--- src/rtl/assert_macros.svh ---
// Assertion helpers; the including module supplies i_clk and i_rst_n.
`ifndef ASSERT_MACROS_SVH
`define ASSERT_MACROS_SVH

// Same-cycle implication.
`define SCSC_ASSERT_HOLDS(label, ante, cons) \
    label: assert property (@(posedge i_clk) disable iff (!i_rst_n) (ante) |-> (cons)) \
        else $error("scsc check failed");

// Next-cycle implication.
`define SCSC_ASSERT_NEXT(label, ante, cons) \
    label: assert property (@(posedge i_clk) disable iff (!i_rst_n) (ante) |=> (cons)) \
        else $error("scsc check failed");

`endif

--- src/rtl/scsc_pkg.sv ---
package scsc_pkg;

    localparam int NUM_SLOTS = 64;
    localparam int SLOT_W    = $clog2(NUM_SLOTS);
    localparam int CNT_W     = $clog2(NUM_SLOTS + 1);
    localparam int STEP_W    = $clog2(2 * NUM_SLOTS + 2);
    localparam int SEC_W     = 32;
    localparam int TYPE_W    = 2;
    localparam int OUTC_W    = 3;
    localparam int IN_DW     = 2 * SEC_W;
    localparam int OUT_DW    = ((SLOT_W + 2 + SEC_W + 7) / 8) * 8;

    localparam logic [TYPE_W-1:0] REQ_READ  = 2'd0;
    localparam logic [TYPE_W-1:0] REQ_WRITE = 2'd1;
    localparam logic [TYPE_W-1:0] REQ_RA    = 2'd2;
    localparam logic [TYPE_W-1:0] REQ_FLUSH = 2'd3;

    localparam logic [OUTC_W-1:0] OUT_HIT        = 3'd0;
    localparam logic [OUTC_W-1:0] OUT_FILL       = 3'd1;
    localparam logic [OUTC_W-1:0] OUT_EVICT      = 3'd2;
    localparam logic [OUTC_W-1:0] OUT_SKIP       = 3'd3;
    localparam logic [OUTC_W-1:0] OUT_FLUSH_WR   = 3'd4;
    localparam logic [OUTC_W-1:0] OUT_FLUSH_NONE = 3'd5;

    localparam logic [SEC_W-1:0] NO_SECTOR = '1;

    typedef struct packed {
        logic [OUTC_W-1:0] outcome;
        logic [SLOT_W-1:0] slot;
        logic              rd;
        logic              wr;
        logic [SEC_W-1:0]  wsec;
        logic              last;
    } t_res;

    typedef struct packed {
        logic              we;
        logic [SLOT_W-1:0] waddr;
        logic [SEC_W-1:0]  wdata;
        logic              re;
        logic [SLOT_W-1:0] raddr;
    } t_ram_req;

    function automatic logic [SLOT_W-1:0] adv(input logic [SLOT_W-1:0] s);
        return (s == SLOT_W'(NUM_SLOTS - 1)) ? '0 : s + 1'b1;
    endfunction

    function automatic t_res mk_res(input logic [OUTC_W-1:0] outcome,
                                    input logic [SLOT_W-1:0] slot,
                                    input logic rd, input logic wr,
                                    input logic [SEC_W-1:0] wsec,
                                    input logic last);
        t_res r;
        r.outcome = outcome;
        r.slot    = slot;
        r.rd      = rd;
        r.wr      = wr;
        r.wsec    = wsec;
        r.last    = last;
        return r;
    endfunction

endpackage

--- src/rtl/scsc_tag_ram.sv ---
module scsc_tag_ram (
    input  logic                    i_clk,
    input  scsc_pkg::t_ram_req      i_req,
    output logic [scsc_pkg::SEC_W-1:0] o_rdata
);
    import scsc_pkg::*;

    logic [SEC_W-1:0] r_mem [NUM_SLOTS];
    logic [SEC_W-1:0] r_q;

    always_ff @(posedge i_clk) begin
        if (i_req.we) begin
            r_mem[i_req.waddr] <= i_req.wdata;
        end
        if (i_req.re) begin
            r_q <= r_mem[i_req.raddr];
        end
    end

    assign o_rdata = r_q;

endmodule

--- src/rtl/scsc_seq.sv ---
module scsc_seq (
    input  logic                         i_clk,
    input  logic                         i_rst_n,
    input  logic                         i_in_vld,
    output logic                         o_in_rdy,
    input  logic [scsc_pkg::TYPE_W-1:0]  i_type,
    input  logic [scsc_pkg::SEC_W-1:0]   i_sec,
    input  logic [scsc_pkg::SEC_W-1:0]   i_prot,
    output logic                         o_res_vld,
    input  logic                         i_res_rdy,
    output scsc_pkg::t_res               o_res,
    output scsc_pkg::t_ram_req           o_ram,
    input  logic [scsc_pkg::SEC_W-1:0]   i_rdata
);
    import scsc_pkg::*;

    typedef enum logic [2:0] {
        S_IDLE, S_LOOK, S_SWEEP, S_VRD, S_VTAG, S_FL_CHK, S_FL_TAG, S_EMIT
    } t_state;

    t_state               r_state, n_state;
    logic [TYPE_W-1:0]    r_type, n_type;
    logic [SEC_W-1:0]     r_sec, n_sec;
    logic [SEC_W-1:0]     r_prot, n_prot;
    logic [CNT_W-1:0]     r_addr, n_addr;     // lookup address / flush visit count
    logic                 r_pv, n_pv;         // a tag read is in flight
    logic [SLOT_W-1:0]    r_pidx, n_pidx;
    logic [SLOT_W-1:0]    r_saddr, n_saddr;   // sweep / flush pointer
    logic [STEP_W-1:0]    r_n, n_n;
    logic [SLOT_W-1:0]    r_hand, n_hand;
    logic [CNT_W-1:0]     r_fill, n_fill;
    logic [SLOT_W-1:0]    r_victim, n_victim;
    logic                 r_have, n_have;     // flush entry held back until next is known
    logic [SLOT_W-1:0]    r_pslot, n_pslot;
    logic [SEC_W-1:0]     r_ptag, n_ptag;
    logic [NUM_SLOTS-1:0] r_ref, n_ref;
    logic [NUM_SLOTS-1:0] r_dirty, n_dirty;
    t_res                 r_res, n_res;

    logic hit, prot_hit;
    t_res skip_res;

    assign hit      = r_pv && (i_rdata == r_sec);
    assign prot_hit = (r_type == REQ_RA) && (i_rdata == r_prot);
    assign skip_res = mk_res(OUT_SKIP, '0, 1'b0, 1'b0, '0, 1'b1);

    always_comb begin
        n_state  = r_state;
        n_type   = r_type;
        n_sec    = r_sec;
        n_prot   = r_prot;
        n_addr   = r_addr;
        n_pv     = r_pv;
        n_pidx   = r_pidx;
        n_saddr  = r_saddr;
        n_n      = r_n;
        n_hand   = r_hand;
        n_fill   = r_fill;
        n_victim = r_victim;
        n_have   = r_have;
        n_pslot  = r_pslot;
        n_ptag   = r_ptag;
        n_ref    = r_ref;
        n_dirty  = r_dirty;
        n_res    = r_res;
        o_ram    = '0;

        case (r_state)
            S_IDLE: begin
                if (i_in_vld) begin
                    n_type = i_type;
                    n_sec  = i_sec;
                    n_prot = i_prot;
                    n_addr = '0;
                    n_pv   = 1'b0;
                    if (i_type == REQ_FLUSH) begin
                        n_saddr = r_hand;
                        n_have  = 1'b0;
                        n_state = S_FL_CHK;
                    end else if (i_type == REQ_RA && i_sec == NO_SECTOR) begin
                        n_res   = skip_res;
                        n_state = S_EMIT;
                    end else begin
                        n_state = S_LOOK;
                    end
                end
            end
            S_LOOK: begin
                if (hit) begin
                    // read-ahead of a cached sector leaves the entry untouched
                    if (r_type == REQ_RA) begin
                        n_res = skip_res;
                    end else begin
                        n_ref[r_pidx] = 1'b1;
                        if (r_type == REQ_WRITE) begin
                            n_dirty[r_pidx] = 1'b1;
                        end
                        n_res = mk_res(OUT_HIT, r_pidx, 1'b0, 1'b0, '0, 1'b1);
                    end
                    n_pv    = 1'b0;
                    n_state = S_EMIT;
                end else if (!r_pv && r_addr >= r_fill) begin
                    if (r_fill < CNT_W'(NUM_SLOTS)) begin
                        o_ram.we    = 1'b1;
                        o_ram.waddr = r_fill[SLOT_W-1:0];
                        o_ram.wdata = r_sec;
                        n_ref[r_fill[SLOT_W-1:0]]   = 1'b1;
                        n_dirty[r_fill[SLOT_W-1:0]] = (r_type == REQ_WRITE);
                        n_fill  = CNT_W'(r_fill + 1'b1);
                        n_res   = mk_res(OUT_FILL, r_fill[SLOT_W-1:0], 1'b1, 1'b0, '0, 1'b1);
                        n_state = S_EMIT;
                    end else begin
                        n_saddr = r_hand;
                        n_pv    = 1'b0;
                        n_n     = '0;
                        n_state = S_SWEEP;
                    end
                end else if (r_addr < r_fill) begin
                    o_ram.re    = 1'b1;
                    o_ram.raddr = r_addr[SLOT_W-1:0];
                    n_pidx = r_addr[SLOT_W-1:0];
                    n_addr = CNT_W'(r_addr + 1'b1);
                    n_pv   = 1'b1;
                end else begin
                    n_pv = 1'b0;
                end
            end
            S_SWEEP: begin
                if (r_pv && !(r_ref[r_pidx] || prot_hit)) begin
                    n_victim = r_pidx;
                    n_hand   = adv(r_pidx);
                    n_pv     = 1'b0;
                    n_state  = S_VRD;
                end else if (r_pv && r_n == STEP_W'(2 * NUM_SLOTS)) begin
                    // bound reached: take the slot after the one under the hand
                    n_ref[r_pidx] = 1'b0;
                    n_victim = adv(r_pidx);
                    n_hand   = adv(adv(r_pidx));
                    n_pv     = 1'b0;
                    n_state  = S_VRD;
                end else begin
                    if (r_pv) begin
                        n_ref[r_pidx] = 1'b0;
                        n_hand = adv(r_pidx);
                        n_n    = STEP_W'(r_n + 1'b1);
                    end
                    o_ram.re    = 1'b1;
                    o_ram.raddr = r_saddr;
                    n_pidx  = r_saddr;
                    n_saddr = adv(r_saddr);
                    n_pv    = 1'b1;
                end
            end
            S_VRD: begin
                o_ram.re    = 1'b1;
                o_ram.raddr = r_victim;
                n_state     = S_VTAG;
            end
            S_VTAG: begin
                o_ram.we    = 1'b1;
                o_ram.waddr = r_victim;
                o_ram.wdata = r_sec;
                n_res = mk_res(OUT_EVICT, r_victim, 1'b1, r_dirty[r_victim],
                               r_dirty[r_victim] ? i_rdata : '0, 1'b1);
                n_ref[r_victim]   = 1'b1;
                n_dirty[r_victim] = (r_type == REQ_WRITE);
                n_state = S_EMIT;
            end
            S_FL_CHK: begin
                if (r_addr == r_fill) begin
                    if (r_have) begin
                        n_res = mk_res(OUT_FLUSH_WR, r_pslot, 1'b0, 1'b1, r_ptag, 1'b1);
                    end else begin
                        n_res = mk_res(OUT_FLUSH_NONE, '0, 1'b0, 1'b0, '0, 1'b1);
                    end
                    n_state = S_EMIT;
                end else begin
                    if (r_dirty[r_saddr]) begin
                        n_dirty[r_saddr] = 1'b0;
                        o_ram.re    = 1'b1;
                        o_ram.raddr = r_saddr;
                        n_victim    = r_saddr;
                        n_state     = S_FL_TAG;
                    end
                    n_saddr = adv(r_saddr);
                    n_addr  = CNT_W'(r_addr + 1'b1);
                end
            end
            S_FL_TAG: begin
                n_pslot = r_victim;
                n_ptag  = i_rdata;
                n_have  = 1'b1;
                if (r_have) begin
                    n_res   = mk_res(OUT_FLUSH_WR, r_pslot, 1'b0, 1'b1, r_ptag, 1'b0);
                    n_state = S_EMIT;
                end else begin
                    n_state = S_FL_CHK;
                end
            end
            S_EMIT: begin
                if (i_res_rdy) begin
                    n_state = r_res.last ? S_IDLE : S_FL_CHK;
                end
            end
            default: begin
                n_state = S_IDLE;
            end
        endcase
    end

    always_ff @(posedge i_clk) begin
        if (!i_rst_n) begin
            r_state <= S_IDLE;
            r_pv    <= 1'b0;
            r_hand  <= '0;
            r_fill  <= '0;
            r_have  <= 1'b0;
            r_ref   <= '0;
            r_dirty <= '0;
        end else begin
            r_state <= n_state;
            r_pv    <= n_pv;
            r_hand  <= n_hand;
            r_fill  <= n_fill;
            r_have  <= n_have;
            r_ref   <= n_ref;
            r_dirty <= n_dirty;
        end
        r_type   <= n_type;
        r_sec    <= n_sec;
        r_prot   <= n_prot;
        r_addr   <= n_addr;
        r_pidx   <= n_pidx;
        r_saddr  <= n_saddr;
        r_n      <= n_n;
        r_victim <= n_victim;
        r_pslot  <= n_pslot;
        r_ptag   <= n_ptag;
        r_res    <= n_res;
    end

    assign o_in_rdy  = (r_state == S_IDLE);
    assign o_res_vld = (r_state == S_EMIT);
    assign o_res     = r_res;

endmodule

--- src/rtl/sector_cache_second_chance.sv ---
// Lookup: a hit is found by a linear tag search in slot order; a miss fills a free slot, or
// when all slots are filled, evicts one chosen by a bounded second-chance sweep from the hand.
// Flush: visits every filled slot and gives one result per dirty entry, or FLUSH_NONE if none.
// One request at a time; tag search and sweep share one tag RAM read port.
// Reset (i_rst_n low, synchronous) clears reference/dirty bits, fill count and hand;
// the tag RAM is not cleared, it is only read below the fill count.
`include "assert_macros.svh"

module sector_cache_second_chance (
    input  logic                          i_clk,
    input  logic                          i_rst_n,
    input  logic                          i_s_axis_tvalid,
    output logic                          o_s_axis_tready,
    input  logic [scsc_pkg::IN_DW-1:0]    i_s_axis_tdata,   // sector, protect_sector
    input  logic [scsc_pkg::TYPE_W-1:0]   i_s_axis_tuser,   // req_type
    output logic                          o_m_axis_tvalid,
    input  logic                          i_m_axis_tready,
    output logic [scsc_pkg::OUT_DW-1:0]   o_m_axis_tdata,   // slot, disk_read_needed,
                                                            // disk_write_needed,
                                                            // disk_write_sector
    output logic [scsc_pkg::OUTC_W-1:0]   o_m_axis_tuser,   // outcome
    output logic                          o_m_axis_tlast
);
    import scsc_pkg::*;

    t_ram_req          ram_req;
    logic [SEC_W-1:0]  ram_q;
    logic              res_vld, res_rdy;
    t_res              res;
    logic              r_out_vld;
    t_res              r_out;
    logic              out_hit, out_evict, out_flush_wr;

    scsc_tag_ram u_ram (
        .i_clk   (i_clk),
        .i_req   (ram_req),
        .o_rdata (ram_q)
    );

    scsc_seq u_seq (
        .i_clk     (i_clk),
        .i_rst_n   (i_rst_n),
        .i_in_vld  (i_s_axis_tvalid),
        .o_in_rdy  (o_s_axis_tready),
        .i_type    (i_s_axis_tuser),
        .i_sec     (i_s_axis_tdata[SEC_W-1:0]),
        .i_prot    (i_s_axis_tdata[2*SEC_W-1:SEC_W]),
        .o_res_vld (res_vld),
        .i_res_rdy (res_rdy),
        .o_res     (res),
        .o_ram     (ram_req),
        .i_rdata   (ram_q)
    );

    // output register; refilled in the cycle the previous item leaves
    assign res_rdy = !r_out_vld || i_m_axis_tready;

    always_ff @(posedge i_clk) begin
        if (!i_rst_n) begin
            r_out_vld <= 1'b0;
        end else if (res_vld && res_rdy) begin
            r_out_vld <= 1'b1;
        end else if (i_m_axis_tready) begin
            r_out_vld <= 1'b0;
        end
        if (res_vld && res_rdy) begin
            r_out <= res;
        end
    end

    assign o_m_axis_tvalid = r_out_vld;
    assign o_m_axis_tdata  = OUT_DW'({r_out.wsec, r_out.wr, r_out.rd, r_out.slot});
    assign o_m_axis_tuser  = r_out.outcome;
    assign o_m_axis_tlast  = r_out.last;

    assign out_hit      = (r_out.outcome == OUT_HIT);
    assign out_evict    = (r_out.outcome == OUT_EVICT);
    assign out_flush_wr = (r_out.outcome == OUT_FLUSH_WR);

    `SCSC_ASSERT_NEXT(a_busy_after_accept, i_s_axis_tvalid && o_s_axis_tready, !o_s_axis_tready)
    `SCSC_ASSERT_HOLDS(a_hit_no_disk, o_m_axis_tvalid && out_hit, !r_out.rd && !r_out.wr)
    `SCSC_ASSERT_HOLDS(a_write_kind, o_m_axis_tvalid && r_out.wr, out_evict || out_flush_wr)
    `SCSC_ASSERT_HOLDS(a_single_result, o_m_axis_tvalid && !out_flush_wr, o_m_axis_tlast)

endmodule
--- config.mk ---
export PLATFORM = sky130hd
export DESIGN_NAME = sector_cache_second_chance
export DESIGN_NICKNAME = d
export VERILOG_FILES = /design/src/rtl/scsc_pkg.sv /design/src/rtl/scsc_tag_ram.sv /design/src/rtl/scsc_seq.sv /design/src/rtl/sector_cache_second_chance.sv
export VERILOG_INCLUDE_DIRS = /design/src /design/src/rtl
export SDC_FILE = /design/constraint.sdc
export NUM_CORES = 2
export LEC_CHECK = 0
export BUFFER_PORTS_ARGS = -buffer_cell sky130_fd_sc_hd__buf_2
export CORE_MARGIN = 5
export CORE_UTILIZATION = 38
export CTS_BUF_LIST = sky130_fd_sc_hd__clkbuf_2 sky130_fd_sc_hd__clkbuf_4 sky130_fd_sc_hd__clkbuf_8
export DETAILED_ROUTE_END_ITERATION = 8
export GPL_ROUTABILITY_DRIVEN = 0
export GPL_TIMING_DRIVEN = 0
export HOLD_SLACK_MARGIN = 0.1
export SLEW_MARGIN = 40
export SYNTH_ARGS = -nofsm -noshare
export SYNTH_HDL_FRONTEND = slang
export SYNTH_HIERARCHICAL = 1
export SYNTH_SLANG_ARGS = --single-unit
--- constraint.sdc ---
create_clock -name i_clk -period 31 [get_ports i_clk]
set_clock_uncertainty 0.1 [all_clocks]
set_input_delay 1.55 -clock i_clk [delete_from_list [all_inputs] [get_ports i_clk]]
set_output_delay 1.55 -clock i_clk [all_outputs]
set_load 0.02 [all_outputs]
==> flow_metrics.env <==
export IMPL_dp_hpwl_um=253000
export IMPL_hp_class="register to register"
export IMPL_power_density_nw_per_um2=95.1
export IMPL_synthTopCellsByCount="edfxtp_1 (2305), mux4_2 (463), nor2_1 (318), clkbuf_1 (286), nand2_1 (279)"
export IMPL_cp_arrival_ns=8.44
export IMPL_wirelength_um=354000
export IMPL_synthMuxAreaShare_pct=12.3
export IMPL_grt_total_usage_pct=24.8
export IMPL_fillers=22889
export IMPL_wl_per_cell_um=33.1
export IMPL_grt_pass1_wl_um=490000
export IMPL_critical_path_class="register to register"
export IMPL_rsz0062_at_grt="no"
export IMPL_synth_compound_area_share_pct=8.17
export IMPL_via_per_inst=6.22
export IMPL_min_period_over_period_pct=24.9
export IMPL_num_nets_final=6909
export IMPL_grt_overflow=0
export IMPL_end_kind="register"
export IMPL_synth_largest_area_cell="edfxtp_1"
export IMPL_worstSkewPairLatency_ns=1.13
export IMPL_drtPass1Iterations=9
export IMPL_ff2ff_setup_slack_ns=23.27
export IMPL_ys_warn_count=6
export IMPL_cts_root_buf="clkbuf_8"
export IMPL_synthTopCellsByArea="edfxtp_1 (68%), mux4_2 (10%), dfxtp_1 (2.9%)"
export IMPL_synth_avg_cell_area_um2=16.8
export IMPL_synthCells=6044
export IMPL_p_leak_nw=37.8
export IMPL_cts_tree="done"
export IMPL_cp_required_ns=31.71
export IMPL_synth_fa_ha_area_share_pct=0.172
export IMPL_area_growth_synth_to_final_pct=18.6
export IMPL_r2r_cells=18
export IMPL_antenna_found_initial=36
export IMPL_worstPathMaxFanout=10
export IMPL_htree_num_levels=5
export IMPL_drv_slew=0
export IMPL_min_from="u_seq/o_res[23]"
export IMPL_period_needed_ns=7.73
export IMPL_critical_path_cell_chain="clkbuf_1 -> clkbuf_1 -> clkbuf_2 -> nor2_1 -> o21ai_0 -> a22o_1 -> or2_2 -> clkbuf_1 -> o211ai_2 -> nand2_1 -> a21o_1 -> buf_4 -> buf_4 -> buf_2 -> clkbuf_1 -> a211oi_1 -> o21ai_0 -> and3_1"
export IMPL_ys_async_sr_fraction_pct=0
export IMPL_syn_nets=6128
export IMPL_portBuffers=115
export IMPL_slew_headroom_pct=31.1
export IMPL_drtIter0Drc=11369
export IMPL_core_area_um2=267000
export IMPL_die_h_um=527
export IMPL_tightest_slew_ns=1.03
export IMPL_reg2reg_to="u_ram/o_rdata[19]"
export IMPL_cap_violations=0
export IMPL_fmax_ghz=0.129
export IMPL_synth_area_um2=102000
export IMPL_synth_xor_area_share_pct=0.792
export IMPL_ys_ff_latch=2452
export IMPL_hold_depth=0
export IMPL_cts_path_max_buffers=4
export IMPL_synth_most_common_cell="edfxtp_1"
export IMPL_critPathMaxStageDelay_ns=0.68
export IMPL_numCtsBuffers=402
export IMPL_chipWidth_um=527
export IMPL_cts_resized_gates=0
export IMPL_violations="DRC"
export IMPL_grt_max_degree=45
export IMPL_synth_top_family_by_area="multiplexers"
export IMPL_clock_sinks=2452
export IMPL_std_cell_rows=190
export IMPL_status="finished with violations"
export IMPL_setup_tns_ns=0
export IMPL_die_area_um2=278000
export IMPL_hold_buffers=0
export IMPL_synth_simple_area_share_pct=5.14
export IMPL_synth_edff_count=2305
export IMPL_grt_pass1_vias=64490
export IMPL_drc=314
export IMPL_vias=66493
export IMPL_hold_path_end="o_m_axis_tdata[30]"
export IMPL_drive_gt1_share_pct=25.6
export IMPL_ioPinCount=116
export IMPL_clk_pin_slew_ns=0.06
export IMPL_holdWs_ns=0.293
export IMPL_ys_flop_type="edfxtp_1"
export IMPL_ys_types=83
export IMPL_post_cts_buffers=0
export IMPL_r2r_start="u_seq/r_pidx[1]"
export IMPL_finalSetupViolCount=0
export IMPL_synth_top_area_share_pct=68.1
export IMPL_postRouteAntennaNets=0
export IMPL_layout_area_seq_um2=72200
export IMPL_crit_top_cell="clkbuf_1"
export IMPL_multi_input_area_um2=28000
export IMPL_slowest_stage="o21ai_0"
export IMPL_synth_sequential_area_ratio_pct=71.0
export IMPL_initial_core_util_pct=38.1
export IMPL_ir_drop_mv=0.0539
export IMPL_start_kind="register"
export IMPL_hold_viol_final=0
## sequential cells by signal (all words and copies together), names as in the netlist, 7 cells and up, named ones only
register	cells
u_ram/o_rdata	32
u_seq/r_ptag	32
u_seq/r_ref	64
u_seq/r_fill	7
u_seq/r_n	8
u_seq/r_sec	32
o_m_axis_tdata	40
u_seq/o_res	44
u_ram/r_mem	2048
u_seq/r_prot	32
u_seq/r_addr	7
## layer usage
layer | GRT usage (%) | routed length (µm) | vias to the layer above
met2 | 36.6 | 153000 | 5351
met5 | 0.139 | 130 | -
met4 | 13.1 | 23100 | 14
met3 | 8.03 | 48200 | 1255
li1 | - | - | 26268
met1 | 32.6 | 129000 | 33605
## report_power, final
group	leakage, nW	total (mW)	switching, mW	internal [mW]
registers	22.4	4.44	0.192	4.24
clock network	4.01	2.71	1.27	1.45
logic	11.4	4.32	2.93	1.39
## cells by family after synthesis
logic type,count (synthesis)
AO/OA/AOI/OAI,1226
buffers and inverters,488
multiplexers,674
adder cells (fa/ha/maj),14
AND/OR/NAND/NOR,1098
flip-flops,2452
XOR/XNOR,92
## layout make-up
| class | count | area share [%] |
|---|---|---|
| Clock buffer | 526 | 5.42 |
| Clock inverter | 165 | 0.830 |
| Buffer | 457 | 2.00 |
| Inverter | 31 | 0.0996 |
| Antenna cell | 27 | 0.0560 |
| Multi-Input combinational cell | 3104 | 23.2 |
| Sequential cell | 2452 | 59.9 |
| Timing Repair Buffer | 377 | 4.82 |
| Tap cell | 3552 | 3.69 |
## worst max-delay path by stage
stage	from	endpoint	cells past startpoint
after floorplan	i_s_axis_tuser[0]	u_seq/o_res[0]	6
after global placement	i_s_axis_tuser[0]	u_seq/o_res[27]	7
after detailed placement	u_seq/r_pidx[1]	u_ram/o_rdata[6]	18
after CTS	u_seq/r_pidx[1]	u_ram/o_rdata[6]	18
after global routing	u_seq/r_pidx[1]	u_ram/o_rdata[24]	19
final	u_seq/r_pidx[1]	u_ram/o_rdata[19]	18
## layout by cell type, fill, tap and decap left out, types with 27 or more instances in the layout
cell type	count
a211oi_1	50
a21oi_1	220
a22o_1	69
a22oi_1	159
a31oi_1	85
and3_1	30
buf_16	122
buf_2	201
buf_4	41
buf_6	45
buf_8	113
clkbuf_1	244
clkbuf_2	44
clkbuf_4	113
clkbuf_8	413
clkinv_1	100
clkinv_2	50
dfxtp_1	147
diode_2	27
edfxtp_1	2305
mux2i_1	206
mux4_2	463
nand2_1	278
nand3_1	120
nand4_1	32
nor2_1	244
nor2_4	65
nor2b_1	27
nor2b_4	32
nor3_1	98
o211ai_1	109
o21ai_0	215
o22ai_1	58
xor2_1	70
## critical path: cells and delay by family (launching register included)
kind                   cells  cell delay, ns
buffers and inverters      8            3.61
AND/OR/NAND/NOR            4            1.04
AO/OA/AOI/OAI              6            2.29
flip-flops                 1            0.40
## through the flow
| stage | std cells | worst slack [ns] | power [mW] | area (µm²) | utilization [%] |
|---|---|---|---|---|---|
| global placement | 9711 | 15.46 | 8.32 | 107000 | 39.9 |
| finish | 10691 | 23.27 | 11.5 | 121000 | 45.1 |
| detailed placement | 9970 | 23.53 | 8.64 | 113000 | 42.2 |
| floorplan | 6044 | 20.96 | 6.64 | 102000 | - |
| global route | 10681 | 23.29 | 11.8 | 121000 | 45.1 |
| CTS | 10661 | 23.50 | 11.3 | 120000 | 45.1 |
Power figures use the tool's default switching activity.
